===== config.mk =====
export PLATFORM = sky130hd
export DESIGN_NAME = min_slack_dispatch
export DESIGN_NICKNAME = d
export VERILOG_FILES = /design/src/rtl/core/msd_pkg.sv /design/src/rtl/core/msd_ram.sv /design/src/rtl/core/msd_ctrl.sv /design/src/rtl/core/msd_dpath.sv /design/src/rtl/core/min_slack_dispatch.sv
export SDC_FILE = /design/constraint.sdc
export NUM_CORES = 2
export LEC_CHECK = 0
export BUFFER_PORTS_ARGS = -buffer_cell sky130_fd_sc_hd__buf_2
export CELL_PAD_IN_SITES_DETAIL_PLACEMENT = 1
export CELL_PAD_IN_SITES_GLOBAL_PLACEMENT = 2
export CORE_MARGIN = 2
export CORE_UTILIZATION = 45
export CTS_BUF_LIST = sky130_fd_sc_hd__clkbuf_8
export CTS_CLUSTER_SIZE = 25
export DETAILED_ROUTE_END_ITERATION = 7
export PLACE_DENSITY_LB_ADDON = 0.15
export SYNTH_ARGS = -nofsm -noshare
export SYNTH_HDL_FRONTEND = slang
export SYNTH_HIERARCHICAL = 1
export SYNTH_SLANG_ARGS = --single-unit

===== constraint.sdc =====
create_clock -name clk_i -period 3.86 [get_ports clk_i]
set_input_delay 0.772 -clock clk_i [delete_from_list [all_inputs] [get_ports clk_i]]
set_output_delay 0.772 -clock clk_i [all_outputs]
set_load 0.01 [all_outputs]

===== src/rtl/core/msd_pkg.sv =====
package msd_pkg;

  localparam int unsigned DUE_W   = 24;
  localparam int unsigned PROC_W  = 16;
  localparam int unsigned CLK_W   = 22;
  // Due date minus processing time, kept signed with one extra bit.
  localparam int unsigned DP_W    = DUE_W + 1;
  // Room for the subtraction of the dispatch clock from that difference.
  localparam int unsigned DIFF_W  = DP_W + 1;
  localparam int unsigned SLACK_W = DUE_W;

  typedef struct packed {
    logic [DUE_W-1:0]  due_date;
    logic [PROC_W-1:0] proc_time;
    logic              last_job;
  } in_t;

  typedef struct packed {
    logic [5:0]       job_index;
    logic [6:0]       position;
    logic [CLK_W-1:0] start_time;
    logic             overflow;
    logic             last_of_run;
  } out_t;

  typedef enum logic [2:0] {
    ST_LOAD = 3'b001,
    ST_SCAN = 3'b010,
    ST_EMIT = 3'b100
  } state_e;

  typedef struct packed {
    logic load;
    logic scan_init;
    logic scan_issue;
    logic commit;
    logic set_clear;
  } ctrl_cmd_t;

  typedef struct packed {
    logic scan_end;
    logic pipe_busy;
    logic out_free;
    logic last_round;
  } dp_sts_t;

endpackage


===== src/rtl/core/msd_ram.sv =====
module msd_ram #(
  parameter int unsigned WIDTH = 8,
  parameter int unsigned DEPTH = 32
) (
  input  logic                     clk_i,
  input  logic                     we_i,
  input  logic [$clog2(DEPTH)-1:0] waddr_i,
  input  logic [WIDTH-1:0]         wdata_i,
  input  logic [$clog2(DEPTH)-1:0] raddr_i,
  output logic [WIDTH-1:0]         rdata_o
);

  logic [WIDTH-1:0] mem_q [DEPTH];
  logic [WIDTH-1:0] rdata_q;

  always_ff @(posedge clk_i) begin
    if (we_i) begin
      mem_q[waddr_i] <= wdata_i;
    end
    rdata_q <= mem_q[raddr_i];
  end

  assign rdata_o = rdata_q;

endmodule


===== src/rtl/core/msd_ctrl.sv =====
module msd_ctrl (
  input  logic               clk_i,
  input  logic               rst_ni,
  input  logic               in_valid_i,
  input  logic               in_last_i,
  input  msd_pkg::dp_sts_t   sts_i,
  output logic               in_ready_o,
  output msd_pkg::ctrl_cmd_t cmd_o
);

  msd_pkg::state_e state_q, state_d;

  always_comb begin
    state_d    = state_q;
    in_ready_o = 1'b0;
    cmd_o      = '0;
    case (state_q)
      msd_pkg::ST_LOAD: begin
        in_ready_o = 1'b1;
        if (in_valid_i) begin
          cmd_o.load = 1'b1;
          if (in_last_i) begin
            cmd_o.scan_init = 1'b1;
            state_d         = msd_pkg::ST_SCAN;
          end
        end
      end
      msd_pkg::ST_SCAN: begin
        // Reads go out one per cycle; the round ends once the compare stages drain.
        if (!sts_i.scan_end) begin
          cmd_o.scan_issue = 1'b1;
        end else if (!sts_i.pipe_busy) begin
          state_d = msd_pkg::ST_EMIT;
        end
      end
      msd_pkg::ST_EMIT: begin
        if (sts_i.out_free) begin
          cmd_o.commit = 1'b1;
          if (sts_i.last_round) begin
            cmd_o.set_clear = 1'b1;
            state_d         = msd_pkg::ST_LOAD;
          end else begin
            cmd_o.scan_init = 1'b1;
            state_d         = msd_pkg::ST_SCAN;
          end
        end
      end
      default: begin
        state_d = msd_pkg::ST_LOAD;
      end
    endcase
  end

  always_ff @(posedge clk_i or negedge rst_ni) begin
    if (!rst_ni) begin
      state_q <= msd_pkg::ST_LOAD;
    end else begin
      state_q <= state_d;
    end
  end

endmodule


===== src/rtl/core/msd_dpath.sv =====
module msd_dpath #(
  parameter int unsigned MAX_JOBS = 32
) (
  input  logic               clk_i,
  input  logic               rst_ni,
  input  msd_pkg::ctrl_cmd_t cmd_i,
  output msd_pkg::dp_sts_t   sts_o,
  input  msd_pkg::in_t       in_data_i,
  input  logic               out_ready_i,
  output logic               out_valid_o,
  output msd_pkg::out_t      out_data_o
);

  localparam int unsigned IW     = $clog2(MAX_JOBS);
  localparam int unsigned CW     = $clog2(MAX_JOBS + 1);
  localparam int unsigned WORD_W = msd_pkg::DP_W + msd_pkg::PROC_W;

  logic [CW-1:0]                count_q;
  logic                         overflow_q;
  logic [msd_pkg::CLK_W-1:0]    clock_q;
  logic [CW-1:0]                round_q;
  logic [CW-1:0]                scan_q;
  logic [MAX_JOBS-1:0]          done_q;

  logic                         s1_valid_q;
  logic [IW-1:0]                s1_idx_q;
  logic                         s2_valid_q;
  logic [IW-1:0]                s2_idx_q;
  logic [msd_pkg::SLACK_W-1:0]  s2_slack_q;
  logic [msd_pkg::PROC_W-1:0]   s2_proc_q;

  logic                         found_q;
  logic [msd_pkg::SLACK_W-1:0]  best_slack_q;
  logic [IW-1:0]                best_idx_q;
  logic [msd_pkg::PROC_W-1:0]   best_proc_q;

  logic                         out_valid_q;
  msd_pkg::out_t                out_q;

  logic                         full;
  logic                         last_round;
  logic [msd_pkg::DP_W-1:0]     wr_dp;
  logic [WORD_W-1:0]            rdata;
  logic [msd_pkg::DP_W-1:0]     rd_dp;
  logic [msd_pkg::PROC_W-1:0]   rd_proc;
  logic [msd_pkg::DIFF_W-1:0]   diff;
  logic [msd_pkg::SLACK_W-1:0]  slack;
  logic                         take;

  assign full       = (count_q == CW'(MAX_JOBS));
  assign last_round = ((round_q + CW'(1)) == count_q);

  // The store keeps due minus processing time, so a scan needs one subtract.
  assign wr_dp = {1'b0, in_data_i.due_date} - msd_pkg::DP_W'(in_data_i.proc_time);

  msd_ram #(
    .WIDTH (WORD_W),
    .DEPTH (MAX_JOBS)
  ) u_store (
    .clk_i   (clk_i),
    .we_i    (cmd_i.load && !full),
    .waddr_i (count_q[IW-1:0]),
    .wdata_i ({wr_dp, in_data_i.proc_time}),
    .raddr_i (scan_q[IW-1:0]),
    .rdata_o (rdata)
  );

  assign rd_dp   = rdata[WORD_W-1 -: msd_pkg::DP_W];
  assign rd_proc = rdata[msd_pkg::PROC_W-1:0];
  assign diff    = {rd_dp[msd_pkg::DP_W-1], rd_dp} - msd_pkg::DIFF_W'(clock_q);
  assign slack   = diff[msd_pkg::DIFF_W-1] ? '0 : diff[msd_pkg::SLACK_W-1:0];

  // A strict compare keeps the lowest index on ties, since indexes arrive in order.
  assign take = s2_valid_q && (!found_q || (s2_slack_q < best_slack_q));

  always_ff @(posedge clk_i or negedge rst_ni) begin
    if (!rst_ni) begin
      count_q     <= '0;
      overflow_q  <= 1'b0;
      clock_q     <= '0;
      round_q     <= '0;
      scan_q      <= '0;
      done_q      <= '0;
      s1_valid_q  <= 1'b0;
      s2_valid_q  <= 1'b0;
      found_q     <= 1'b0;
      out_valid_q <= 1'b0;
    end else begin
      if (cmd_i.set_clear) begin
        count_q    <= '0;
        overflow_q <= 1'b0;
      end else if (cmd_i.load) begin
        if (full) begin
          overflow_q <= 1'b1;
        end else begin
          count_q <= count_q + CW'(1);
        end
      end

      if (cmd_i.scan_init) begin
        scan_q <= '0;
      end else if (cmd_i.scan_issue) begin
        scan_q <= scan_q + CW'(1);
      end

      s1_valid_q <= cmd_i.scan_issue;
      s2_valid_q <= s1_valid_q && !done_q[s1_idx_q];

      if (cmd_i.scan_init) begin
        found_q <= 1'b0;
      end else if (take) begin
        found_q <= 1'b1;
      end

      if (cmd_i.commit) begin
        // The final commit of a set starts the next set from a clean state.
        if (cmd_i.set_clear) begin
          done_q  <= '0;
          clock_q <= '0;
          round_q <= '0;
        end else begin
          done_q[best_idx_q] <= 1'b1;
          clock_q            <= clock_q + msd_pkg::CLK_W'(best_proc_q);
          round_q            <= round_q + CW'(1);
        end
        out_valid_q <= 1'b1;
      end else if (out_ready_i) begin
        out_valid_q <= 1'b0;
      end
    end
  end

  always_ff @(posedge clk_i) begin
    s1_idx_q   <= scan_q[IW-1:0];
    s2_idx_q   <= s1_idx_q;
    s2_slack_q <= slack;
    s2_proc_q  <= rd_proc;
    if (take) begin
      best_slack_q <= s2_slack_q;
      best_idx_q   <= s2_idx_q;
      best_proc_q  <= s2_proc_q;
    end
    if (cmd_i.commit) begin
      out_q.job_index   <= 6'(best_idx_q);
      out_q.position    <= 7'(round_q) + 7'd1;
      out_q.start_time  <= clock_q;
      out_q.overflow    <= overflow_q;
      out_q.last_of_run <= last_round;
    end
  end

  assign sts_o.scan_end   = (scan_q == count_q);
  assign sts_o.pipe_busy  = s1_valid_q || s2_valid_q;
  assign sts_o.out_free   = !out_valid_q || out_ready_i;
  assign sts_o.last_round = last_round;

  assign out_valid_o = out_valid_q;
  assign out_data_o  = out_q;

`ifndef SYNTH
  a_count_bound: assert property (@(posedge clk_i) disable iff (!rst_ni)
    count_q <= CW'(MAX_JOBS))
    else $error("job count above capacity");

  a_commit_found: assert property (@(posedge clk_i) disable iff (!rst_ni)
    cmd_i.commit |-> found_q)
    else $error("dispatch without a selected job");

  a_done_marked: assert property (@(posedge clk_i) disable iff (!rst_ni)
    cmd_i.commit && !cmd_i.set_clear |=> done_q[$past(best_idx_q)])
    else $error("dispatched job not marked done");

  a_scan_range: assert property (@(posedge clk_i) disable iff (!rst_ni)
    cmd_i.scan_issue |-> (scan_q < count_q))
    else $error("scan read beyond stored jobs");
`endif

endmodule


===== src/rtl/core/min_slack_dispatch.sv =====
// Channel | Direction | Handshake              | Payload
// in      | input     | in_valid_i/in_ready_o   | in_data_i  (msd_pkg::in_t)
// out     | output    | out_valid_o/out_ready_i | out_data_o (msd_pkg::out_t)
//
// Load requests are taken back to back. After the request marked last, each of the n
// stored jobs costs one round: one store read per job on the single read port, two
// compare stages, a check that sees the stages empty, and a commit. Reset clears counts,
// clock, done marks and overflow; the job store is not cleared. Loads are refused during
// dispatch. A result waiting in the output register stalls only the next commit, and
// the final one does not hold off the next set's loads.
module min_slack_dispatch #(
  parameter int unsigned MAX_JOBS = 32
) (
  input  logic          clk_i,
  input  logic          rst_ni,
  input  logic          in_valid_i,
  output logic          in_ready_o,
  input  msd_pkg::in_t  in_data_i,
  output logic          out_valid_o,
  input  logic          out_ready_i,
  output msd_pkg::out_t out_data_o
);

  msd_pkg::ctrl_cmd_t cmd;
  msd_pkg::dp_sts_t   sts;

  msd_ctrl u_ctrl (
    .clk_i      (clk_i),
    .rst_ni     (rst_ni),
    .in_valid_i (in_valid_i),
    .in_last_i  (in_data_i.last_job),
    .sts_i      (sts),
    .in_ready_o (in_ready_o),
    .cmd_o      (cmd)
  );

  msd_dpath #(
    .MAX_JOBS (MAX_JOBS)
  ) u_dpath (
    .clk_i       (clk_i),
    .rst_ni      (rst_ni),
    .cmd_i       (cmd),
    .sts_o       (sts),
    .in_data_i   (in_data_i),
    .out_ready_i (out_ready_i),
    .out_valid_o (out_valid_o),
    .out_data_o  (out_data_o)
  );

endmodule


Word-level counts from Yosys, hierarchy flattened. Memories as Yosys holds them, arrays and structs flattened. A register that Yosys moved wholly into a read port is not among the register bits. Index checks and enable logic that the tools add are counted.

Memories: 1. Memory bits (writable): 1312. Output and inout port bits: 39. Register bits: 211.

$add $sub $neg: 7. Magnitude comparators: 4. Reductions and logical operators: 19. Muxes and demuxes: 40. Bitwise gates (word level): 1. Equal/unequal tests: 12.

Memory list: u_dpath.u_store.mem_q (depth 32, bits a word 41, read ports 1, clocked after Yosys merged registers in 1, write ports 1, RTL line msd_ram.sv:13) `logic [WIDTH-1:0] mem_q [DEPTH];`.

Operators with widths (number): two-way mux 6 bit (6); two-way mux 32 bit (1); OR 32 bit (1); subtractor 25 x 23 -> 26 bit (1); subtractor 24 x 16 -> 25 bit (1); < comparator 24 bit (1); adder 22 x 16 -> 22 bit (1); two-way mux 22 bit (1); two-way mux 1 bit (19); adder 6 x 1 -> 6 bit, second input constant (3); two-way mux 3 bit (5); == test 6 bit (2); < comparator 5 x 6 -> 1 bit, second input constant (2); inequality test 2 bit, second input constant (5); nonzero test 2 bit (5); case mux 3 bit (3 select lines) (1); two-way mux 2 bit (4); adder 6 x 1 -> 7 bit, second input constant (1); == test 6 bit, second input constant (1); binary-select mux 1 bit (select 5 bit) (1); demux 1 bit (select 5 bit) (1); greater-or-equal comparator 5 x 1 -> 1 bit, second input constant (1); AND reduction 5 bit (1); logical AND 1 bit (4); 8 further kinds (14).

Longest topological paths before layout.
Word-level depth: 7. Gate-level depth with buffers: 12.

Hierarchy. The synthesis kept the hierarchy.

Modules (own cells, without submodules): msd_ram (area each 51794.7 µm², cells each 2883, seq. area each 40218.6 µm², times used 1); msd_dpath (area each 10646.5 µm², cells each 1018, seq. area each 5360.1 µm², times used 1); msd_ctrl (area each 212.7 µm², cells each 23, seq. area each 76.3 µm², times used 1).

Least setup slack after synthesis. No wires, ideal clock.

Path type: register to register. From: reg u_ctrl.state_q[0]. To: mem u_dpath/u_store/mem_q[28][0] (netlist name) (enable). Required time: 3420 ps. Arrival: 3806 ps. Setup time: 440 ps. Slack: -386 ps. Cell stages (with the launch flop): 8. Cell sequence: dfstp_2 -> nor3b_2 -> and2_1 -> nor2b_1 -> clkbuf_1 -> or3b_2 -> clkbuf_1 -> nor2_1.

RTL lines: from (decl) (RTL line msd_ctrl.sv:11) `msd_pkg::state_e state_q, state_d;`; from (signal assigned) (RTL line msd_ctrl.sv:56) `state_q <= msd_pkg::ST_LOAD;`; from (signal assigned) (RTL line msd_ctrl.sv:58) `state_q <= state_d;`; to (decl) (RTL line msd_ram.sv:13).

==> flow_metrics.env <==
export IMPL_status="complete, no violations"
export IMPL_numCtsBuffers=285
export IMPL_ctsResizeCount=0
export IMPL_cts_setup_buffers=0
export IMPL_fin_hold_ws_ns=0.149
export IMPL_slowest_delay_ns=0.73
export IMPL_rsz0062_at_grt="false"
export IMPL_power_density_nw_per_um2=610
export IMPL_drv_slew=0
export IMPL_placed_cell_area_sq_um=67200
export IMPL_grt_pass1_vias=36800
export IMPL_power_switching_share_pct=29.6
export IMPL_layout_drive_gt1_share_pct=15.9
export IMPL_hpwl_um=101000
export IMPL_synthDistinctLibCells=73
export IMPL_drc=0
export IMPL_via_per_inst=5.78
export IMPL_nNetsFinal=4438
export IMPL_path_cells="nor3b_2 > and2_1 > nor2b_1 > buf_4 > or3b_2 > nor2_4 > buf_12"
export IMPL_synth_common_cells="1393 x edfxtp_1, 660 x mux2i_1, 225 x a21oi_1"
export IMPL_final_util_pct=52.3
export IMPL_insertion_delay_ns=0.99
export IMPL_die_y_um=377
export IMPL_fmax_mhz=308
export IMPL_fp_dieW_um=377
export IMPL_clk_transition_reported_paths_ns=0.06
export IMPL_syn_area_per_cell_sq_um=16.0
export IMPL_ys_ff_latch=1564
export IMPL_post_layout_nonfiller_instances=6297
export IMPL_synthesis_area_sq_um=62700
export IMPL_hold_viol_final=0
export IMPL_ant_nets=0
export IMPL_drv_cap=0
export IMPL_synth_async_reset_ratio_pct=5.12
export IMPL_drt_wl_total_um=183000
export IMPL_rrSetupSlack_ns=0.61
export IMPL_cpLargestDelayFamily="simple AND/OR/NAND/NOR gates"
export IMPL_port_buffers=82
export IMPL_cp_data_arrival_time_ns=3.86
export IMPL_setup_viol=0
export IMPL_fin_skew_ns=0.0548
export IMPL_slew_headroom_pct=22.5
export IMPL_grt_start_max_net_pins=66
export IMPL_crit_fanout=31
export IMPL_synthTopCellsByArea="edfxtp_1 67%, mux2i_1 11%, dfrtp_1 3.2%"
export IMPL_post_place_cells=5814
export IMPL_cts_tree="done"
export IMPL_required_ns=4.47
export IMPL_endpoint_kind="flop"
export IMPL_min_delay_start="out_ready_i"
export IMPL_path_buf_inv=2
export IMPL_htree_num_levels=5
export IMPL_min_path_cells=3
export IMPL_worstReg2RegEnd="u_dpath/u_store/mem_q[4][38]"
export IMPL_tightest_slew_ns=1.16
export IMPL_synth_top_area_cell="edfxtp_1"
export IMPL_yosysMostFrequentCell="edfxtp_1"
export IMPL_synth_edf_count=1393
export IMPL_rr_startpoint="u_ctrl/state_q[0]"
export IMPL_syn_nets=4053
export IMPL_p_sw_uw=13000
export IMPL_grt_overflow_total=0
export IMPL_die_area_sq_um=142000
export IMPL_fin_crit_sh_pct=84.2
export IMPL_detail_route_first_pass_iterations=5
export IMPL_grt_pass1_wl_um=261000
export IMPL_whs_endpoint="u_dpath/out_valid_o"
export IMPL_clockBufferDepth=4
export IMPL_vias=36400
export IMPL_grt_use_total_pct=25.7
export IMPL_worst_path_max_delay_cell="or3b_2"
export IMPL_period_needed_ns=3.25
export IMPL_synthCells=3924
export IMPL_leakage_uw=0.0248
export IMPL_initialDrtViolationCount=3057
export IMPL_synth_top_area_share_pct=66.8
export IMPL_core_sq_um=138000
export IMPL_vdd_ir_drop_worst_uv=380
export IMPL_start_kind="flop"
export IMPL_combPwrFrac_pct=21.4
export IMPL_crit_type="reg2reg"
export IMPL_io_pins=84
export IMPL_min_delay_path_class="in2reg"
export IMPL_clkPwrFrac_pct=31.8
export IMPL_wl_per_cell_um=29.0
export IMPL_clock_sinks=1564
export IMPL_cts_hold_buf=1
export IMPL_intPower_uw=31000
export IMPL_stdcell_area_sq_um=72100
export IMPL_gp_congestion=0.786
export IMPL_rr_worst_depth=7
export IMPL_row_count=136
export IMPL_yosysWarnings=6
export IMPL_area_growth_syn_to_layout_pct=15.2
export IMPL_start_util_pct=45.5
export IMPL_antenna_found_initial=15
export IMPL_ys_seq_area_share_pct=72.9
export IMPL_synthFlopType="edfxtp_1"
export IMPL_power_frac_seq_pct=46.8
export IMPL_cts_root_buf="clkbuf_8"
-- sequential cells by signal, indices dropped and copies added (netlist names) --
name / flops
u_dpath/u_store/mem_q: 1312
u_dpath/u_store/rdata_o: 41
u_dpath/out_data_o: 36
u_dpath/done_q: 32
u_dpath/best_slack_q: 24
u_dpath/s2_slack_q: 24
u_dpath/clock_q: 22
u_dpath/best_proc_q: 16
u_dpath/s2_proc_q: 16
u_dpath/count_q: 6
u_dpath/round_q: 6
u_dpath/scan_q: 6
u_dpath/best_idx_q: 5
u_dpath/s1_idx_q: 5
u_dpath/s2_idx_q: 5
u_ctrl/state_q: 3
u_dpath/found_q: 1
u_dpath/out_valid_o: 1
u_dpath/overflow_q: 1
u_dpath/s1_valid_q: 1
u_dpath/s2_valid_q: 1
-- cell families after synthesis --
group / after synthesis / synth area share (%)
compound gates: 638 / 6.68
xor+xnor: 71 / 0.993
fa+ha+maj: 84 / 1.71
buf+inv: 283 / 2.28
flops: 1564 / 72.9
mux: 670 / 10.9
other cells: 1 / 0.00599
simple gates: 613 / 4.58
-- power by group through the flow --
| stage | Sequential, uW | Clock (uW) | Combinational, uW |
|---|---|---|---|
| 3_3_place_gp | 20900 | 0 | 9320 |
| 6_report | 20600 | 14000 | 9430 |
| 2_1_floorplan | 20600 | 0 | 6650 |
| 3_5_place_dp | 21000 | 0 | 9410 |
| 5_1_grt | 20700 | 15000 | 10100 |
| 4_1_cts | 20600 | 14300 | 9450 |
-- stage by stage --
stage          total power [uW]  setup slack, ns  TNS (ns)
6_report                  44000            0.610         0
4_1_cts                   44400            0.586         0
3_3_place_gp              30200           -0.203     -6.45
5_1_grt                   45900            0.434         0
2_1_floorplan             27200           -0.386   -163.37
3_5_place_dp              30400           -0.351    -13.98
-- cell type report --
cell class	count	area (sq um)
clock inverter	171	736
sequential	1564	45700
fill	13000	65700
tap	1794	2240
clock buffer	307	4230
timing repair buffer	292	2930
multi-input combinational	2077	16000
antenna	3	7.51
inverter	89	334
-- how the worst max path moves through the flow --
stage,from,end,slack [ns],cells after the start
finish,u_ctrl/state_q[0],u_dpath/u_store/mem_q[4][38],0.61,7
global route,u_dpath/round_q[0],u_dpath/clock_q[4],0.43,12
global placement,in_data_i[6],u_dpath/u_store/mem_q[27][38],-0.20,10
floorplan,u_ctrl/state_q[0],u_dpath/u_store/mem_q[28][0],-0.39,7
detailed placement,in_data_i[6],u_dpath/u_store/mem_q[27][38],-0.35,10
CTS,u_ctrl/state_q[0],u_dpath/u_store/mem_q[31][33],0.59,6
-- placed cells by master, fill, tap and decap left out, types with 11 or more instances in the layout --
cell	n
ha_1	81
a31oi_1	46
buf_2	81
a22o_1	84
a21o_1	33
nand2_1	181
xnor2_1	22
dfrtp_1	78
mux2i_1	660
a21oi_1	223
buf_4	135
nor2_1	102
nor3_1	52
nor2_4	33
nor2b_1	13
o21ai_0	52
clkinv_1	49
nand4_1	11
clkbuf_8	307
a22oi_1	123
dfxtp_1	91
xor2_1	29
inv_1	187
and3_1	12
clkinv_2	17
buf_12	74
edfxtp_1	1393
nand3_1	139
xnor2_2	14
-- metal layers --
layer	track usage, %	share of wire (%)	up-vias	routed length [um]
met4	6.73	1.9	0	3520
met5	0	0	-	0
li1	-	-	16000	-
met1	37.2	45	19000	83200
met2	40.4	47	1123	85600
met3	4.31	5.8	231	10600
-- worst register-to-register path, cell delays in order, from the launching register on --
cell	delay, ns
dfstp_2	0.57
nor3b_2	0.22
and2_1	0.27
nor2b_1	0.25
buf_4	0.20
or3b_2	0.73
nor2_4	0.24
buf_12	0.36
Note: power is estimated with default switching activity, not from simulation.
